$ cat config.mk
export PLATFORM = sky130hd
export DESIGN_NAME = voltmeter_seven_segment_scan
export DESIGN_NICKNAME = d
export VERILOG_FILES = /design/src/hw/rtl/vss_pkg.sv /design/src/hw/rtl/voltmeter_seven_segment_scan.sv
export SDC_FILE = /design/constraint.sdc
export NUM_CORES = 1
export LEC_CHECK = 0
export ABC_AREA = 1
export BUFFER_PORTS_ARGS = -buffer_cell sky130_fd_sc_hd__buf_2
export CAP_MARGIN = 20
export CORE_MARGIN = 4
export CORE_UTILIZATION = 50
export CTS_CLUSTER_DIAMETER = 60
export CTS_CLUSTER_SIZE = 28
export DETAILED_ROUTE_END_ITERATION = 8
export PLACE_DENSITY = 0.66
export SLEW_MARGIN = 30
export SYNTH_ARGS = -nofsm -noshare
export SYNTH_HDL_FRONTEND = slang
export SYNTH_SLANG_ARGS = --single-unit
$ cat constraint.sdc
create_clock -name clk -period 8.19 [get_ports clk]
set_input_delay 0.819 -clock clk [delete_from_list [all_inputs] [get_ports clk]]
set_output_delay 0.819 -clock clk [all_outputs]
set_load 0.05 [all_outputs]
$ cat src/hw/rtl/vss_pkg.sv
package vss_pkg;

	localparam int SCALE_W   = 10;
	localparam int REFRESH_W = 8;
	localparam int CHAN_W    = 3;
	localparam int VALUE_W   = 10;
	localparam int DIGIT_W   = 4;
	localparam int SEG_W     = 8;
	localparam int EN_W      = 4;
	localparam int CFG_ADDR_W = 2;
	localparam int OUT_DATA_W = 16;

	localparam logic [CFG_ADDR_W-1:0] CFG_REFRESH    = 2'd0;
	localparam logic [CFG_ADDR_W-1:0] CFG_MONITOR    = 2'd1;
	localparam logic [CFG_ADDR_W-1:0] CFG_FULL_SCALE = 2'd2;

	localparam logic OP_TICK   = 1'b0;
	localparam logic OP_SAMPLE = 1'b1;

	localparam logic [1:0] SCAN_SYMBOL   = 2'd0;
	localparam logic [1:0] SCAN_UNITS    = 2'd1;
	localparam logic [1:0] SCAN_TENS     = 2'd2;
	localparam logic [1:0] SCAN_HUNDREDS = 2'd3;

	localparam logic [REFRESH_W-1:0] REFRESH_RST = 8'd10;
	localparam logic [CHAN_W-1:0]    MONITOR_RST = 3'd5;
	localparam logic [SCALE_W-1:0]   SCALE_RST   = 10'd500;

	localparam logic [VALUE_W-1:0] VALUE_MAX = 10'd999;

	localparam logic [SEG_W-1:0] SEG_SYMBOL_V = 8'h3E;
	localparam logic [SEG_W-1:0] SEG_DP       = 8'h80;

	typedef struct packed {
		logic              op;
		logic              refresh;
		logic [1:0]        scan;
		logic [CHAN_W-1:0] chan;
	} ctl_t;

	function automatic logic [SEG_W-1:0] digit_segments(input logic [DIGIT_W-1:0] d);
		logic [SEG_W-1:0] seg;
		case (d)
			4'd0: seg = 8'h3F;
			4'd1: seg = 8'h06;
			4'd2: seg = 8'h5B;
			4'd3: seg = 8'h4F;
			4'd4: seg = 8'h66;
			4'd5: seg = 8'h6D;
			4'd6: seg = 8'h7D;
			4'd7: seg = 8'h07;
			4'd8: seg = 8'h7F;
			4'd9: seg = 8'h6F;
			default: seg = 8'h00;
		endcase
		return seg;
	endfunction

endpackage

$ cat src/hw/rtl/voltmeter_seven_segment_scan.sv
// Channel  | Dir | Beat contents (lowest bit first)
// s_*      | in  | tuser: operation; tdata: sample, zero padded to bytes
// m_*      | out | tdata: segments[7:0], digit_enable_n[11:8], next_channel[14:12], 0
// cfg_*    | in  | cfg_addr: register index; cfg_data: value (always ready)
//
// One beat is taken every cycle while the output is not stalled.
// The pipe has six stages: sample select, multiply, divide by 2^SAMPLE_BITS-1,
// correct and saturate, then the two decimal digit splits.
// A stalled output freezes the whole pipe, and s_tready follows it.
// arst_n clears the configuration to its defaults, the stored samples and the display.
module voltmeter_seven_segment_scan #(
	parameter int CHANNELS    = 6,
	parameter int SAMPLE_BITS = 10
) (
	input  logic                                     clk,
	input  logic                                     arst_n,
	input  logic                                     s_tvalid,
	output logic                                     s_tready,
	input  logic [((SAMPLE_BITS + 7) / 8) * 8 - 1:0] s_tdata,  // sample
	input  logic                                     s_tuser,  // operation
	output logic                                     m_tvalid,
	input  logic                                     m_tready,
	output logic [vss_pkg::OUT_DATA_W-1:0]           m_tdata,  // segments, digit_enable_n,
	                                                           // next_channel
	input  logic                                     cfg_valid,
	output logic                                     cfg_ready,
	input  logic [vss_pkg::CFG_ADDR_W-1:0]           cfg_addr,
	input  logic [vss_pkg::SCALE_W-1:0]              cfg_data
);

	localparam int IDX_W  = (CHANNELS > 1) ? $clog2(CHANNELS) : 1;
	localparam int PROD_W = SAMPLE_BITS + vss_pkg::SCALE_W;
	localparam int Q_W    = vss_pkg::SCALE_W + 1;
	localparam int R_W    = SAMPLE_BITS + 2;
	localparam logic [vss_pkg::CHAN_W:0] CHAN_CNT = (vss_pkg::CHAN_W + 1)'(CHANNELS);
	localparam logic [R_W-1:0] DIV_M  = R_W'((1 << SAMPLE_BITS) - 1);
	localparam logic [R_W-1:0] DIV_M2 = R_W'(2 * ((1 << SAMPLE_BITS) - 1));

	logic                                adv;
	logic                                accept;
	logic                                is_sample;

	logic [vss_pkg::REFRESH_W-1:0]       refresh_q;
	logic [vss_pkg::CHAN_W-1:0]          monitor_q;
	logic [vss_pkg::SCALE_W-1:0]         scale_q;

	logic [vss_pkg::CHAN_W-1:0]          chan_q;
	logic [1:0]                          scan_q;
	logic [vss_pkg::REFRESH_W-1:0]       tick_q;
	logic [SAMPLE_BITS-1:0]              samples_q [CHANNELS];

	logic [vss_pkg::CHAN_W-1:0]          wr_idx;
	logic [vss_pkg::CHAN_W:0]            chan_inc;
	logic [vss_pkg::CHAN_W-1:0]          chan_next;
	logic                                mon_ok;
	logic [SAMPLE_BITS-1:0]              sel;
	logic [vss_pkg::REFRESH_W-1:0]       tick_inc;
	logic                                refresh_hit;

	logic                                valid_s1, valid_s2, valid_s3, valid_s4, valid_s5;
	vss_pkg::ctl_t                       ctl_s1, ctl_s2, ctl_s3, ctl_s4, ctl_s5;
	logic [SAMPLE_BITS-1:0]              sel_s1;
	logic [PROD_W-1:0]                   prod_s2;
	logic [Q_W-1:0]                      q0_s3;
	logic [R_W-1:0]                      r_s3;
	logic [vss_pkg::VALUE_W-1:0]         value_s4;
	logic [vss_pkg::DIGIT_W-1:0]         hund_s5;
	logic [6:0]                          rem_s5;

	logic [Q_W-1:0]                      q0;
	logic [PROD_W:0]                     qm;
	logic [PROD_W:0]                     r_full;
	logic [Q_W-1:0]                      q;
	logic [15:0]                         hund_prod;
	logic [vss_pkg::DIGIT_W-1:0]         hund;
	logic [vss_pkg::VALUE_W-1:0]         hund_x;
	logic [vss_pkg::VALUE_W-1:0]         rem_full;
	logic [14:0]                         tens_prod;
	logic [vss_pkg::DIGIT_W-1:0]         tens;
	logic [6:0]                          tens_x;
	logic [6:0]                          unit_full;

	logic [vss_pkg::DIGIT_W-1:0]         hund_q, tens_q, units_q;
	logic [vss_pkg::SEG_W-1:0]           seg_q, seg_next;
	logic [vss_pkg::EN_W-1:0]            en_q, en_next;
	logic [vss_pkg::CHAN_W-1:0]          chan_out_q;

	assign adv       = !m_tvalid || m_tready;
	assign s_tready  = adv;
	assign accept    = s_tvalid && adv;
	assign is_sample = (s_tuser == vss_pkg::OP_SAMPLE);
	assign cfg_ready = 1'b1;

	always_ff @(posedge clk or negedge arst_n) begin
		if (!arst_n) begin
			refresh_q <= vss_pkg::REFRESH_RST;
			monitor_q <= vss_pkg::MONITOR_RST;
			scale_q   <= vss_pkg::SCALE_RST;
		end else if (cfg_valid) begin
			case (cfg_addr)
				vss_pkg::CFG_REFRESH:    refresh_q <= cfg_data[vss_pkg::REFRESH_W-1:0];
				vss_pkg::CFG_MONITOR:    monitor_q <= cfg_data[vss_pkg::CHAN_W-1:0];
				vss_pkg::CFG_FULL_SCALE: scale_q   <= cfg_data;
				default: ;
			endcase
		end
	end

	always_comb begin
		wr_idx      = ({1'b0, chan_q} >= CHAN_CNT) ? '0 : chan_q;
		chan_inc    = {1'b0, wr_idx} + 1'b1;
		chan_next   = (chan_inc >= CHAN_CNT) ? '0 : chan_inc[vss_pkg::CHAN_W-1:0];
		mon_ok      = ({1'b0, monitor_q} < CHAN_CNT);
		sel         = mon_ok ? samples_q[monitor_q[IDX_W-1:0]] : '0;
		tick_inc    = tick_q + 1'b1;
		refresh_hit = (tick_inc == refresh_q);
	end

	always_ff @(posedge clk or negedge arst_n) begin
		if (!arst_n) begin
			chan_q <= '0;
			scan_q <= vss_pkg::SCAN_SYMBOL;
			tick_q <= '0;
			for (int i = 0; i < CHANNELS; i++) begin
				samples_q[i] <= '0;
			end
		end else if (accept) begin
			if (is_sample) begin
				samples_q[wr_idx[IDX_W-1:0]] <= s_tdata[SAMPLE_BITS-1:0];
				chan_q <= chan_next;
			end else begin
				scan_q <= scan_q + 1'b1;
				tick_q <= refresh_hit ? '0 : tick_inc;
			end
		end
	end

	// divide by 2^n-1: two shifted terms, then the remainder fixes up to two counts
	always_comb begin
		q0     = Q_W'(prod_s2 >> SAMPLE_BITS) + Q_W'(prod_s2 >> (2 * SAMPLE_BITS));
		qm     = ((PROD_W + 1)'(q0) << SAMPLE_BITS) - (PROD_W + 1)'(q0);
		r_full = {1'b0, prod_s2} - qm;
		q      = q0_s3 + Q_W'(r_s3 >= DIV_M) + Q_W'(r_s3 >= DIV_M2);
	end

	// v/100 as v*41>>12 and r/10 as r*205>>11, exact over their ranges
	always_comb begin
		hund_prod = 16'(value_s4) * 16'd41;
		hund      = hund_prod[15:12];
		hund_x    = vss_pkg::VALUE_W'(hund) * 10'd100;
		rem_full  = value_s4 - hund_x;
		tens_prod = 15'(rem_s5) * 15'd205;
		tens      = tens_prod[14:11];
		tens_x    = 7'(tens) * 7'd10;
		unit_full = rem_s5 - tens_x;
	end

	always_comb begin
		case (ctl_s5.scan)
			vss_pkg::SCAN_SYMBOL: begin
				seg_next = vss_pkg::SEG_SYMBOL_V;
				en_next  = (en_q | 4'b1000) & 4'b1110;
			end
			vss_pkg::SCAN_UNITS: begin
				seg_next = vss_pkg::digit_segments(units_q);
				en_next  = (en_q | 4'b0001) & 4'b1101;
			end
			vss_pkg::SCAN_TENS: begin
				seg_next = vss_pkg::digit_segments(tens_q);
				en_next  = (en_q | 4'b0010) & 4'b1011;
			end
			default: begin
				seg_next = vss_pkg::digit_segments(hund_q) | vss_pkg::SEG_DP;
				en_next  = (en_q | 4'b0100) & 4'b0111;
			end
		endcase
	end

	always_ff @(posedge clk or negedge arst_n) begin
		if (!arst_n) begin
			valid_s1 <= 1'b0;
			valid_s2 <= 1'b0;
			valid_s3 <= 1'b0;
			valid_s4 <= 1'b0;
			valid_s5 <= 1'b0;
			m_tvalid <= 1'b0;
			hund_q   <= '0;
			tens_q   <= '0;
			units_q  <= '0;
			seg_q    <= '0;
			en_q     <= '0;
			chan_out_q <= '0;
		end else if (adv) begin
			valid_s1 <= accept;
			valid_s2 <= valid_s1;
			valid_s3 <= valid_s2;
			valid_s4 <= valid_s3;
			valid_s5 <= valid_s4;
			m_tvalid <= valid_s5;
			if (valid_s5) begin
				chan_out_q <= ctl_s5.chan;
				if (ctl_s5.op == vss_pkg::OP_TICK) begin
					seg_q <= seg_next;
					en_q  <= en_next;
				end
				if (ctl_s5.refresh) begin
					hund_q  <= hund_s5;
					tens_q  <= tens;
					units_q <= unit_full[vss_pkg::DIGIT_W-1:0];
				end
			end
		end
	end

	always_ff @(posedge clk) begin
		if (adv) begin
			ctl_s1.op      <= s_tuser;
			ctl_s1.refresh <= !is_sample && refresh_hit;
			ctl_s1.scan    <= scan_q;
			ctl_s1.chan    <= is_sample ? chan_next : chan_q;
			sel_s1         <= sel;
			ctl_s2         <= ctl_s1;
			prod_s2        <= PROD_W'(sel_s1) * PROD_W'(scale_q);
			ctl_s3         <= ctl_s2;
			q0_s3          <= q0;
			r_s3           <= r_full[R_W-1:0];
			ctl_s4         <= ctl_s3;
			value_s4       <= (q > Q_W'(vss_pkg::VALUE_MAX)) ? vss_pkg::VALUE_MAX
			                                                : q[vss_pkg::VALUE_W-1:0];
			ctl_s5         <= ctl_s4;
			hund_s5        <= hund;
			rem_s5         <= rem_full[6:0];
		end
	end

	assign m_tdata = {1'b0, chan_out_q, en_q, seg_q};

endmodule

==> results list, run 1 <==
* FF-to-FF setup slack: 3.12 ns
- Final number of hold-violating endpoints: 0
- Broken down by cell family, the worst path's largest delay share belongs to adder cells.
* NumNets Final: 2095
* Post-synth EDFFs: 108
- The first TritonRoute pass finished after 5 iterations.
* Vias after detailed routing: ~11k
- TritonCTS built the clock tree.
- Syn Std Cell Area: 16100 um2
- The worst register-to-register path ends at prod_s2[14].
- Leading cell types by total area after synthesis: sky130_fd_sc_hd__edfxtp_1, sky130_fd_sc_hd__dfrtp_1, sky130_fd_sc_hd__ha_1, sky130_fd_sc_hd__nand2_1, sky130_fd_sc_hd__fa_1
* Effective utilization at floorplan: 50.8%
- Slew Viols, Final: 0
* Clock slew at reported path FFs: 0.08 ns
- Floorplan die width: 187 um
- For the pin with the worst max-slew slack, the measured transition is 0.796 ns.
* Class of the tightest hold or removal check: in2async
- Filler cells: 2784
* Post-place setup slack: between 3 and 4 ns
* Gates resized, CTS repair: 0
- Count of nets left with antenna violations after detail routing: 0
- Setup Skew: 0.0327 ns
- The number of global-route vias before repair was 11.4k.
* Commonest register cell after synthesis: sky130_fd_sc_hd__dfrtp_1
- For the final routed database, the setup TNS stands at 0 ns.
- The number of antenna diodes in the final layout is 0.
- Antenna violations before repair: 0
* Clock net sink count: 235
- Final critical delay including setup and external delays: a little over 5 ns
- Measured in cells, the most critical reg-to-reg path has a length of 16.
- After clock tree synthesis, the flow added hold-fix buffers numbering 0.
* Fraction of the yosys area taken by sequential cells: around 40%
- Core Area: approximately 32000 um2
- Synthesis produced a netlist with a net count of just over 2k.
- Worst Path Class, Setup: reg2reg
* Required time at the endpoint of the critical path: 8.46 ns
- The die is between 150 and 200 um tall.
- Endpoint type of the worst setup path: flop
- Maximum achievable frequency: slightly below 200 MHz
* Crit share post-route: 61.9%
- The startpoint identified for the worst register-to-register timing path is scale_q[8].
- Post-CTS setup buffers: 0
* Biggest fanout along the worst timing path: 11
- Per-instance average area after synthesis: 8.98 um2
* Global route overflow: 0
- Cell type contributing the most total cell area after synthesis: sky130_fd_sc_hd__edfxtp_1
- Count of mapped cells out of synthesis: ~1.8k
- In the post-route analysis, the smallest setup slack over all paths is 3.12 ns.
- Hold WS: 0.350 ns
- Most prevalent standard cell on the critical path: sky130_fd_sc_hd__fa_1
- Number of DRC violations after detailed routing: 0
- Flops & latches, synth: 235
- The share of synthesized area in the top cell type comes to 20.2%.
- Global-route wire length before repair: 53300 um
* Tightest slew margin relative to the limit: 46.8%
* Multi-input gate area in the final layout: between 8000 and 9000 um2
* Total setup violations reported at the end of the flow: 0
- No sink is reached through more buffers than the 3 on the longest clock path.
- Cells along the critical path: nand2_1, fa_1, fa_1, inv_1, fa_1, fa_1, inv_1, fa_1, inv_1, ha_1, a21oi_1, nand3_1, a21boi_1, o21ai_0, nand2_1, nand2_1
* Run status: finished clean
* Total routing usage reported by global routing: 17.7%
- Clock latency on the worst-skew pair: between 0.5 and 0.6 ns
- Count of different cell masters after synthesis: 48
- Summed over all layers, the routed wires come to 30400 um.
- Kind of start point of the critical path: flop
- Root buf cell: sky130_fd_sc_hd__clkbuf_16
- Dividing the detail-routed via count by the number of cells gives 5.09.
* Synth warnings: 0
- Largest net degree at the start of global routing: 72
* Average wire length per cell after detail routing: 13.6 um
- At the end of routability-driven placement, the weighted congestion stood at between 0.8 and 0.9.
- DPL Wire Length: 22800 um
- Ratio of cells with drive above 1 in the final layout: 7.47%
- The die covers 35100 um2.
- Setup repair after global routing left no endpoint under its margin.
- Data on the critical path arrives at its endpoint at 5.34 ns.
- For this run, asynchronously set or reset flops after synthesis account for 54.0%.
* Floorplan row count: 65
* Depth of the CTS H-tree: 1
- In the final layout, flip-flops and latches occupy 6440 um2.
- Delay of the slowest critical-path stage: 0.66 ns
* Buffers added on ports: 44
- Among all stages on the critical path, the largest delay is contributed by sky130_fd_sc_hd__dfstp_2.
* Core Util, Final: between 50 and 60%
- Buf/Inv on CP: 3
- The detailed router finished its first iteration with approximately 630 violations.
* Max Cap Violations: 0
- TritonCTS created 24 clock buffers.
- Layout area overhead: 9.25%
- Top-Level Pins: between 50 and 60
## stage by stage
step                      cells  area, um2
after global placement     2191      16600
after floorplan            1790      16100
after detailed placement   2191      16600
final                      2235      17600
after global routing       2235      17600
after CTS                  2235      17500
## layout make-up
class,count,share of cell area (%)
flip-flops and latches,235,36.7
multi-input cells,1161,46.3
repair buffers,51,1.59
clock inverters,20,1.78
clock buffers,24,3.42
inverters,342,7.33
well taps,402,2.87
## Yosys cell counts (all sizes together), types with 9 or more instances
cell,instances
mux2,12
fa,77
o21ai,147
inv,342
clkbuf,36
xnor2,15
dfstp,10
o211ai,20
nor3,9
nand3,71
nor2,60
nand4,11
dfrtp,117
nand2,433
xor2,40
ha,169
buf,16
edfxtp,108
a21oi,51
## flip-flops by register name, summed over array words and instances (netlist names), 8 cells and up
| name | count |
|---|---|
| prod_s2 | 20 |
| q0_s3 | 10 |
| r_s3 | 12 |
| refresh_q | 8 |
| samples_q | 60 |
| scale_q | 10 |
| seg_q | 8 |
| sel_s1 | 10 |
| tick_q | 8 |
| value_s4 | 10 |
## cell usage in the layout, fill, tap and decap left out, drive strengths merged, types with 6 or more instances in the layout
| master | n |
|---|---|
| a21o | 6 |
| or2 | 8 |
| inv | 353 |
| o21ai | 147 |
| o211ai | 20 |
| xnor2 | 15 |
| ha | 169 |
| nand2 | 433 |
| mux2 | 12 |
| dfrtp | 117 |
| nand3 | 71 |
| nor3 | 9 |
| xor2 | 40 |
| edfxtp | 108 |
| fa | 77 |
| nor2 | 60 |
| clkbuf | 24 |
| buf | 51 |
| clkinv | 7 |
| a21oi | 51 |
| nand4 | 11 |
| dfstp | 10 |
## worst max-delay path by stage
stage,startpoint,end,slack [ns],depth (start not counted)
finish,scale_q[8],prod_s2[14],3.12,16
global route,scale_q[8],prod_s2[15],2.88,16
CTS,scale_q[8],prod_s2[14],3.11,16
detailed placement,scale_q[8],prod_s2[14],3.15,16
global placement,scale_q[8],prod_s2[14],3.19,16
floorplan,scale_q[8],prod_s2[14],3.29,17
## cells by family (layout without fill, tap and decap cells)
family          after synthesis  after routing  synth area share (%)
fa+ha+maj                   246            246                  22.8
xor+xnor                     56             56                  3.14
compound gates              244            244                  8.32
buf+inv                     394            437                  9.35
flops                       235            235                  40.0
other cells                   2              2                0.0467
mux                          12             12                 0.841
simple gates                601            601                  15.5
## worst register-to-register path, stage by stage (launching register included)
cell and delay [ns]:
sky130_fd_sc_hd__dfstp_2 0.66, sky130_fd_sc_hd__nand2_1 0.11, sky130_fd_sc_hd__fa_1 0.50, sky130_fd_sc_hd__fa_1 0.54, sky130_fd_sc_hd__inv_1 0.05, sky130_fd_sc_hd__fa_1 0.50, sky130_fd_sc_hd__fa_1 0.55, sky130_fd_sc_hd__inv_1 0.06
sky130_fd_sc_hd__fa_1 0.53, sky130_fd_sc_hd__inv_1 0.04, sky130_fd_sc_hd__ha_1 0.34, sky130_fd_sc_hd__a21oi_1 0.23, sky130_fd_sc_hd__nand3_1 0.19, sky130_fd_sc_hd__a21boi_1 0.28, sky130_fd_sc_hd__o21ai_0 0.11, sky130_fd_sc_hd__nand2_1 0.06
sky130_fd_sc_hd__nand2_1 0.05
## metal layers
layer	vias up	share of wire, %	track usage (%)
met5	-	0	0
met1	5427	46	23.6
met2	148	49	31.1
met3	41	3.3	2.24
li1	5760	-	-
met4	0	1.7	3.92
Power of run 1 is left out: the tool's default activity adds up to more than one toggle a clock period on the data nets, which glitch-free logic cannot reach.
==> inputs of run 2 (changes only) <==
--- a/config.mk
+++ b/config.mk
@@ -5,7 +5,7 @@
 export SDC_FILE = /design/constraint.sdc
 export NUM_CORES = 1
 export LEC_CHECK = 0
-export ABC_AREA = 1
+export ABC_AREA = 0
 export BUFFER_PORTS_ARGS = -buffer_cell sky130_fd_sc_hd__buf_2
 export CAP_MARGIN = 20
 export CORE_MARGIN = 4
==> constraint.sdc (replaced) <==
create_clock -name clk -period 5 [get_ports clk]
set_input_delay 0.5 -clock clk [delete_from_list [all_inputs] [get_ports clk]]
set_output_delay 0.5 -clock clk [all_outputs]
set_load 0.05 [all_outputs]
==> results list, run 2 <==
- The run finished with clean final reports.
* Wirelength, routed: 30000 um
* Cells along the critical path: nand2_2, fa_1, inv_1, fa_1, inv_2, fa_1, fa_1, inv_1, fa_1, ha_4, and4_1, a21oi_1, o21ai_1, a31oi_1, buf_4, o31ai_4, nor4_2, a311o_1
* CP max-delay cell: sky130_fd_sc_hd__dfstp_2
- Number of standard cells in the final layout excluding fillers: ~1.9k
- STA classifies the critical path startpoint as a flop.
- Number of DRC violations after detailed routing: 0
- The die covers 34500 um2.
* Async set-or-reset flop fraction in the synthesized netlist: 54.0%
- Entering global routing, the biggest net connects between 70 and 80 pins.
* Clock latency on the worst-skew pair: 0.54 ns
- The total area inside the core boundary comes to 30800 um2.
- Biggest registers after layout: samples_q: 60 flops, prod_s2: 20 flops, r_s3: 12 flops
- The final hold violation count came to 0.
- For this run the aggregate overflow at the end of global routing stands at 0.
* Endpoint type of the worst setup path: flop
- Highest-count cells in the layout ignoring fill and taps: sky130_fd_sc_hd__inv_1, sky130_fd_sc_hd__ha_1, sky130_fd_sc_hd__dfrtp_1
- The cell area that synthesis handed to floorplanning was 15800 um2.
- Before antenna repair, the detailed router went through 5 iterations.
- The placed instances occupy a cell area of roughly 17000 um2.
- TritonCTS built the clock tree.
* Tightest slew margin relative to the limit: 40.2%
- Vias after detailed routing: 10.1k
* Post-layout instance area: 17700 um2
- Slew Viols, Final: 0
* Total setup violations reported at the end of the flow: 0
- Leaving out fill and tap cells, the most frequent cell in the layout is sky130_fd_sc_hd__inv_1.
* Biggest fanout along the worst timing path: 4
* Fraction of the yosys area taken by sequential cells: 40.8%
- Most instantiated library cell after synthesis: sky130_fd_sc_hd__inv_1
- For the pin with the worst max-slew slack, the measured transition is 0.891 ns.
- For the worst setup path, the data arrival time is 5.20 ns.
- Max Cap Violations: 0
- Post-synth EDFFs: 108
* Most prevalent standard cell on the critical path: sky130_fd_sc_hd__fa_1
- The layout has 2575 filler cells.
* NumNets Final: 1730
* Final critical delay including setup and external delays: between 4 and 5 ns
- Detailed placement ended at an HPWL of about 22000 um.
- Average wire length per cell after detail routing: between 15 and 20 um
- Buf/Inv on CP: 4
- Clock slew at reported path FFs: 0.08 ns
- STA puts the critical path data required time at about 5.3 ns.
* Count of mapped cells out of synthesis: about 1.4k
* Floorplan die width: 186 um
- Antenna violations before repair: 4
- 53 I/O pins were placed.
* Global-route wire length before repair: 50200 um
* Cell type contributing the most total cell area after synthesis: sky130_fd_sc_hd__edfxtp_1
- Dividing the detail-routed via count by the number of cells gives between 5 and 6.
- Leading cell types by total area after synthesis: sky130_fd_sc_hd__edfxtp_1, sky130_fd_sc_hd__dfrtp_1, sky130_fd_sc_hd__ha_1, sky130_fd_sc_hd__fa_1, sky130_fd_sc_hd__mux2_1
* Count of nets left with antenna violations after detail routing: 0
- Setup repair after global routing could not meet its margin everywhere.
- In the synthesized netlist the dominant register cell turns out to be sky130_fd_sc_hd__dfrtp_1.
- Layout area overhead: 12.3%
- The initial utilization of the core area, before any placement, comes to approximately 51%.
- Count of different cell masters after synthesis: 71
* Number of nets in the synthesized netlist: approximately 1.7k
- Measured along the y axis, the die boundary spans 186 um.
- For this design, the sink count on the clock tree is 235.
- After detailed placement, the design holds a cell count of 1813.
* Via count of the first global-routing pass: a little over 10k
* Clock tree buffer depth: 3
* Kind of cell with the highest combined delay on the critical path: adder cells
- Area fraction of the dominant cell type after synthesis: approximately a fifth
- On the worst path, the slowest cell contributes a delay of 0.60 ns.
- The setup path with the least slack is of type reg2reg.
* Initial detailed-routing violation count: 440
- The register with the most flip-flops in the layout has 60 of them.
- Flops & latches, synth: approximately 240
- The clock arrives with 0.0376 ns of skew.
* Final Wtd Congestion: 0.832
- Cell types with the highest counts after synthesis: sky130_fd_sc_hd__inv_1, sky130_fd_sc_hd__ha_1, sky130_fd_sc_hd__dfrtp_1
* Depth of the CTS H-tree: 1
* FF-to-FF setup slack: 0.05 ns
* Buffers added on ports: 44
- A synthesized cell averages roughly 11 um2.
- Yosys printed 0 warnings.
- The root buffer cell chosen for the clock tree is sky130_fd_sc_hd__clkbuf_16.
* Ratio of cells with drive above 1 in the final layout: 15.6%
- Floorplan row count: 64
- Register bank with the most flops: samples_q
- Global routing used 17.6% of the available tracks.
- Cts bufs inserted: 23
- Dividing the final minimum period by the clock period gives 98.9%.
* Class of the tightest hold or removal check: in2reg
- For this run, the top clock speed supported by timing is just over 200 MHz.
-- run 2: area by class of cell --
type                       count  area [um2]  area share (%)
inverter                     179         672            3.79
timing repair buffer          95         627            3.54
clock inverter                16         204            1.15
tap                          396         495            2.80
clock buffer                  25         604            3.41
sequential                   235        6430            36.3
antenna                        2        5.00          0.0282
multi-input combinational    916        8680            49.0
-- run 2: path summary, 6_finish.rpt --
| check | startpoint | end | cells past startpoint |
|---|---|---|---|
| min in group asynchronous | arst_n | units_q[2] | 2 |
| worst min-delay path | cfg_data[9] | scale_q[9] | 2 |
| worst max-delay path | scale_q[2] | prod_s2[19] | 18 |
| worst min register to register | ctl_s1[6] | ctl_s2[6] | 0 |
| worst max register to register | scale_q[2] | prod_s2[19] | 18 |
| max in group asynchronous | arst_n | samples_q[42] | 3 |
-- run 2: repair_timing --
action                     in CTS  in global routing
hold endpoints to repair       36                  0
buffers inserted                5                  3
setup endpoints to repair       6                  9
resized for setup              12                 27
pin swaps                      17                 21
hold buffers                    1                  0
gates cloned                    0                  0
-- run 2: cells by family (layout without fill, tap and decap cells) --
family                     after synthesis  in the layout  share of synthesized area (%)
and+or+nand+nor                        301            301                           10.0
adders and majority gates              246            246                           23.2
DFF                                    235            235                           40.8
buffers and inverters                  230            315                           5.61
AOI/OAI and AO/OA                      187            187                           7.70
muxes                                  119            119                           9.13
xor gates and xnor gates                61             61                           3.56
other                                    2              4                         0.0476
-- run 2: routing by layer --
layer  wire, um  part of all wire (%)  global-route usage (%)  vias to the layer above
li1           -                     -                       -                     4873
met5         34                  0.11                       0                        -
met1      13300                    44                    23.9                     5019
met3       1190                   4.0                    2.97                       33
met2      15100                    50                    30.7                      146
met4        348                   1.2                    2.71                        4
-- run 2: through the flow --
step	setup WS, ns	setup TNS (ns)	hold slack, ns	utilization (%)
finish	0.0528	0	0.205	57.5
global route	-0.178	-0.512	0.186	57.5
CTS	-0.0179	-0.0179	0.181	56.9
detailed placement	-0.111	-0.145	0.405	53.9
global placement	-0.104	-0.121	0.401	53.9
floorplan	0.00122	0	0.204	-
Power of run 2 is left out for the same reason.
==> inputs of run 3 (changes only) <==
--- a/config.mk
+++ b/config.mk
@@ -13,7 +13,7 @@
 export CTS_CLUSTER_DIAMETER = 60
 export CTS_CLUSTER_SIZE = 28
 export DETAILED_ROUTE_END_ITERATION = 8
-export PLACE_DENSITY = 0.66
+export PLACE_DENSITY_LB_ADDON = 0.25
 export SLEW_MARGIN = 30
 export SYNTH_ARGS = -nofsm -noshare
 export SYNTH_HDL_FRONTEND = slang
==> results list, run 3 (synthesis gave the netlist of run 2 again) <==
- Max Cap Violations: 0
* DPL Wire Length: 22000 um
- At the end of routability-driven placement, the weighted congestion stood at 0.841.
- Data on the critical path arrives at its endpoint at 5.23 ns.
- The initial antenna violation count came to 4.
- Met2 routed WL: between 10000 and 15000 um
- Entering global routing, the biggest net connects 72 pins.
- Average wire length per cell after detail routing: 15.7 um
- The worst register-to-register path has a depth of 17.
- Initial detailed-routing violation count: 506
- Core Area: approximately 31000 um2
* Placed Cells: 1815
- Crit share post-route: 99.0%
- Floorplan die width: ~190 um
- NumNets Final: approximately 1.7k
- Traced cell by cell, the critical path runs through nand2_2, fa_1, inv_1, fa_1, inv_1, fa_1, fa_1, inv_2, fa_1, ha_4, o21ai_1, nand2b_1, and4_1, a211oi_2, o221ai_1, a21oi_1, xnor2_1.
- The worst setup path is captured at a flop.
* Worst Path Class, Setup: reg2reg
- Measured slew at the worst slew-check pin: 0.914 ns
- Via count of the first global-routing pass: 10.3k
- Static timing analysis puts the maximum clock frequency at 202 MHz.
- Highest-count cells in the layout ignoring fill and taps: sky130_fd_sc_hd__inv_1, sky130_fd_sc_hd__ha_1, sky130_fd_sc_hd__dfrtp_1
* Class of the tightest hold or removal check: in2async
* Total routing usage reported by global routing: 17.3%
* Clock net sink count: 235
* Tightest slew margin relative to the limit: 39.1%
- Compared with the post-synthesis result, the final layout area differs by 12.3%.
- After detailed routing, the number of vias per cell comes to between 5 and 6.
- For this run, design rule violations remaining after detail routing come to 0.
- Chip height: between 150 and 200 um
- DR WL met3: 911 um
* Top-Level Pins: 53
* Clock tree buffer depth: 3
- The worst path needs just under 5 ns of the cycle, external delays included.
* Register bank with the most flops: samples_q
- Biggest fanout along the worst timing path: 4
- For this run the aggregate overflow at the end of global routing stands at 0.
- Slew Viols, Final: 0
- The detailed router put a total of 13300 um of wire on met1.
- Total setup violations reported at the end of the flow: 0
* Setup repair after global routing missed its margin: true
- In this run the core area contains 64 standard-cell rows.
- CTS placed an instance of sky130_fd_sc_hd__clkbuf_16 at the clock tree root.
- Detailed Routing Iterations Pass 1: 5
* Most prevalent standard cell on the critical path: sky130_fd_sc_hd__fa_1
- The largest registers in the layout are samples_q: 60 flops, prod_s2: 20 flops, r_s3: 12 flops.
- Excluding fillers, the count of instances in the completed layout stands at 1868.
- Cts bufs inserted: 23
- Top metal layer carrying routed signals: met5
- Die outline area: approximately 34000 um2
- CTS built an H-tree with a depth of 1.
- Largest register FFs: 60
- Delay of the slowest critical-path stage: roughly 0.61 ns
- Clock slew at reported path FFs: 0.08 ns
* Kind of start point of the critical path: flop
- Buffers added on ports: 44
- On the final layout, the worst clock skew is roughly 0.019 ns.
* Clock latency on the worst-skew pair: roughly 0.55 ns
- TritonCTS built the clock tree.
- The initial utilization of the core area, before any placement, comes to 51.2%.
* Run status: finished clean
* Most common library cell in the layout ignoring fill and taps: sky130_fd_sc_hd__inv_1
- # hold bufs at CTS: 0
- The first global-routing pass estimated 49600 um of wire.
* Count of nets left with antenna violations after detail routing: 0
* FF-to-FF setup slack: 0.05 ns
* Ratio of cells with drive above 1 in the final layout: 15.6%
- Final number of hold-violating endpoints: 0
- The final route contains 10.1k vias.
- Wirelength, routed: about 29000 um
- Data on the critical path is required at its endpoint by between 5 and 6 ns.
- The slowest stage of the critical path belongs to the cell sky130_fd_sc_hd__dfstp_2.
-- run 3: area by class of cell --
cell class                 instances  area, um2
timing repair buffer              99        647
sequential                       235       6430
clock inverter                    19        278
clock buffer                      23        576
inverter                         179        672
tap                              396        495
multi-input combinational        916       8620
antenna                            1       2.50
fill                            2612      13100
-- run 3: metrics by stage --
step	TNS [ns]	hold WS, ns	setup slack [ns]	util [%]	cell area [um2]
after floorplan	0	0.204	0.00122	-	15800
after global placement	-0.106	0.400	-0.106	54.0	16600
after detailed placement	-0.303	0.405	-0.166	54.0	16600
after CTS	-0.0536	0.0886	-0.0536	57.0	17600
after global routing	-0.690	0.116	-0.141	57.5	17700
final	0	0.0649	0.0516	57.5	17700
-- run 3: what timing repair did --
action / in CTS / in global routing
pin swaps: 20 / 23
setup endpoints to repair: 7 / 8
setup buffers: 3 / 7
gates resized for setup: 11 / 21
-- run 3: path summary, 6_finish.rpt --
kind | from | to
max in group asynchronous | arst_n | monitor_q[2]
min in group clk | cfg_data[9] | scale_q[9]
worst min register to register | ctl_s1[6] | ctl_s2[6]
worst max-delay path | scale_q[2] | prod_s2[18]
worst max register to register | scale_q[2] | prod_s2[18]
worst min-delay path | arst_n | seg_q[3]
-- run 3: routing by layer --
metal / vias to the layer above / GRT usage [%]
li1: 4880 / -
met2: 126 / 29.6
met5: - / 0
met1: 5003 / 23.7
met4: 6 / 3.85
met3: 54 / 2.52
-- run 3: worst max-delay path: cells and delay by family (launching register included) --
kind / cells / cell delay, ns
buf+inv: 3 / 0.14
compound gates: 4 / 0.75
simple gates: 3 / 0.36
flops: 1 / 0.61
fa+ha+maj: 6 / 2.74
xor+xnor: 1 / 0.09
Power of run 3 is left out for the same reason.
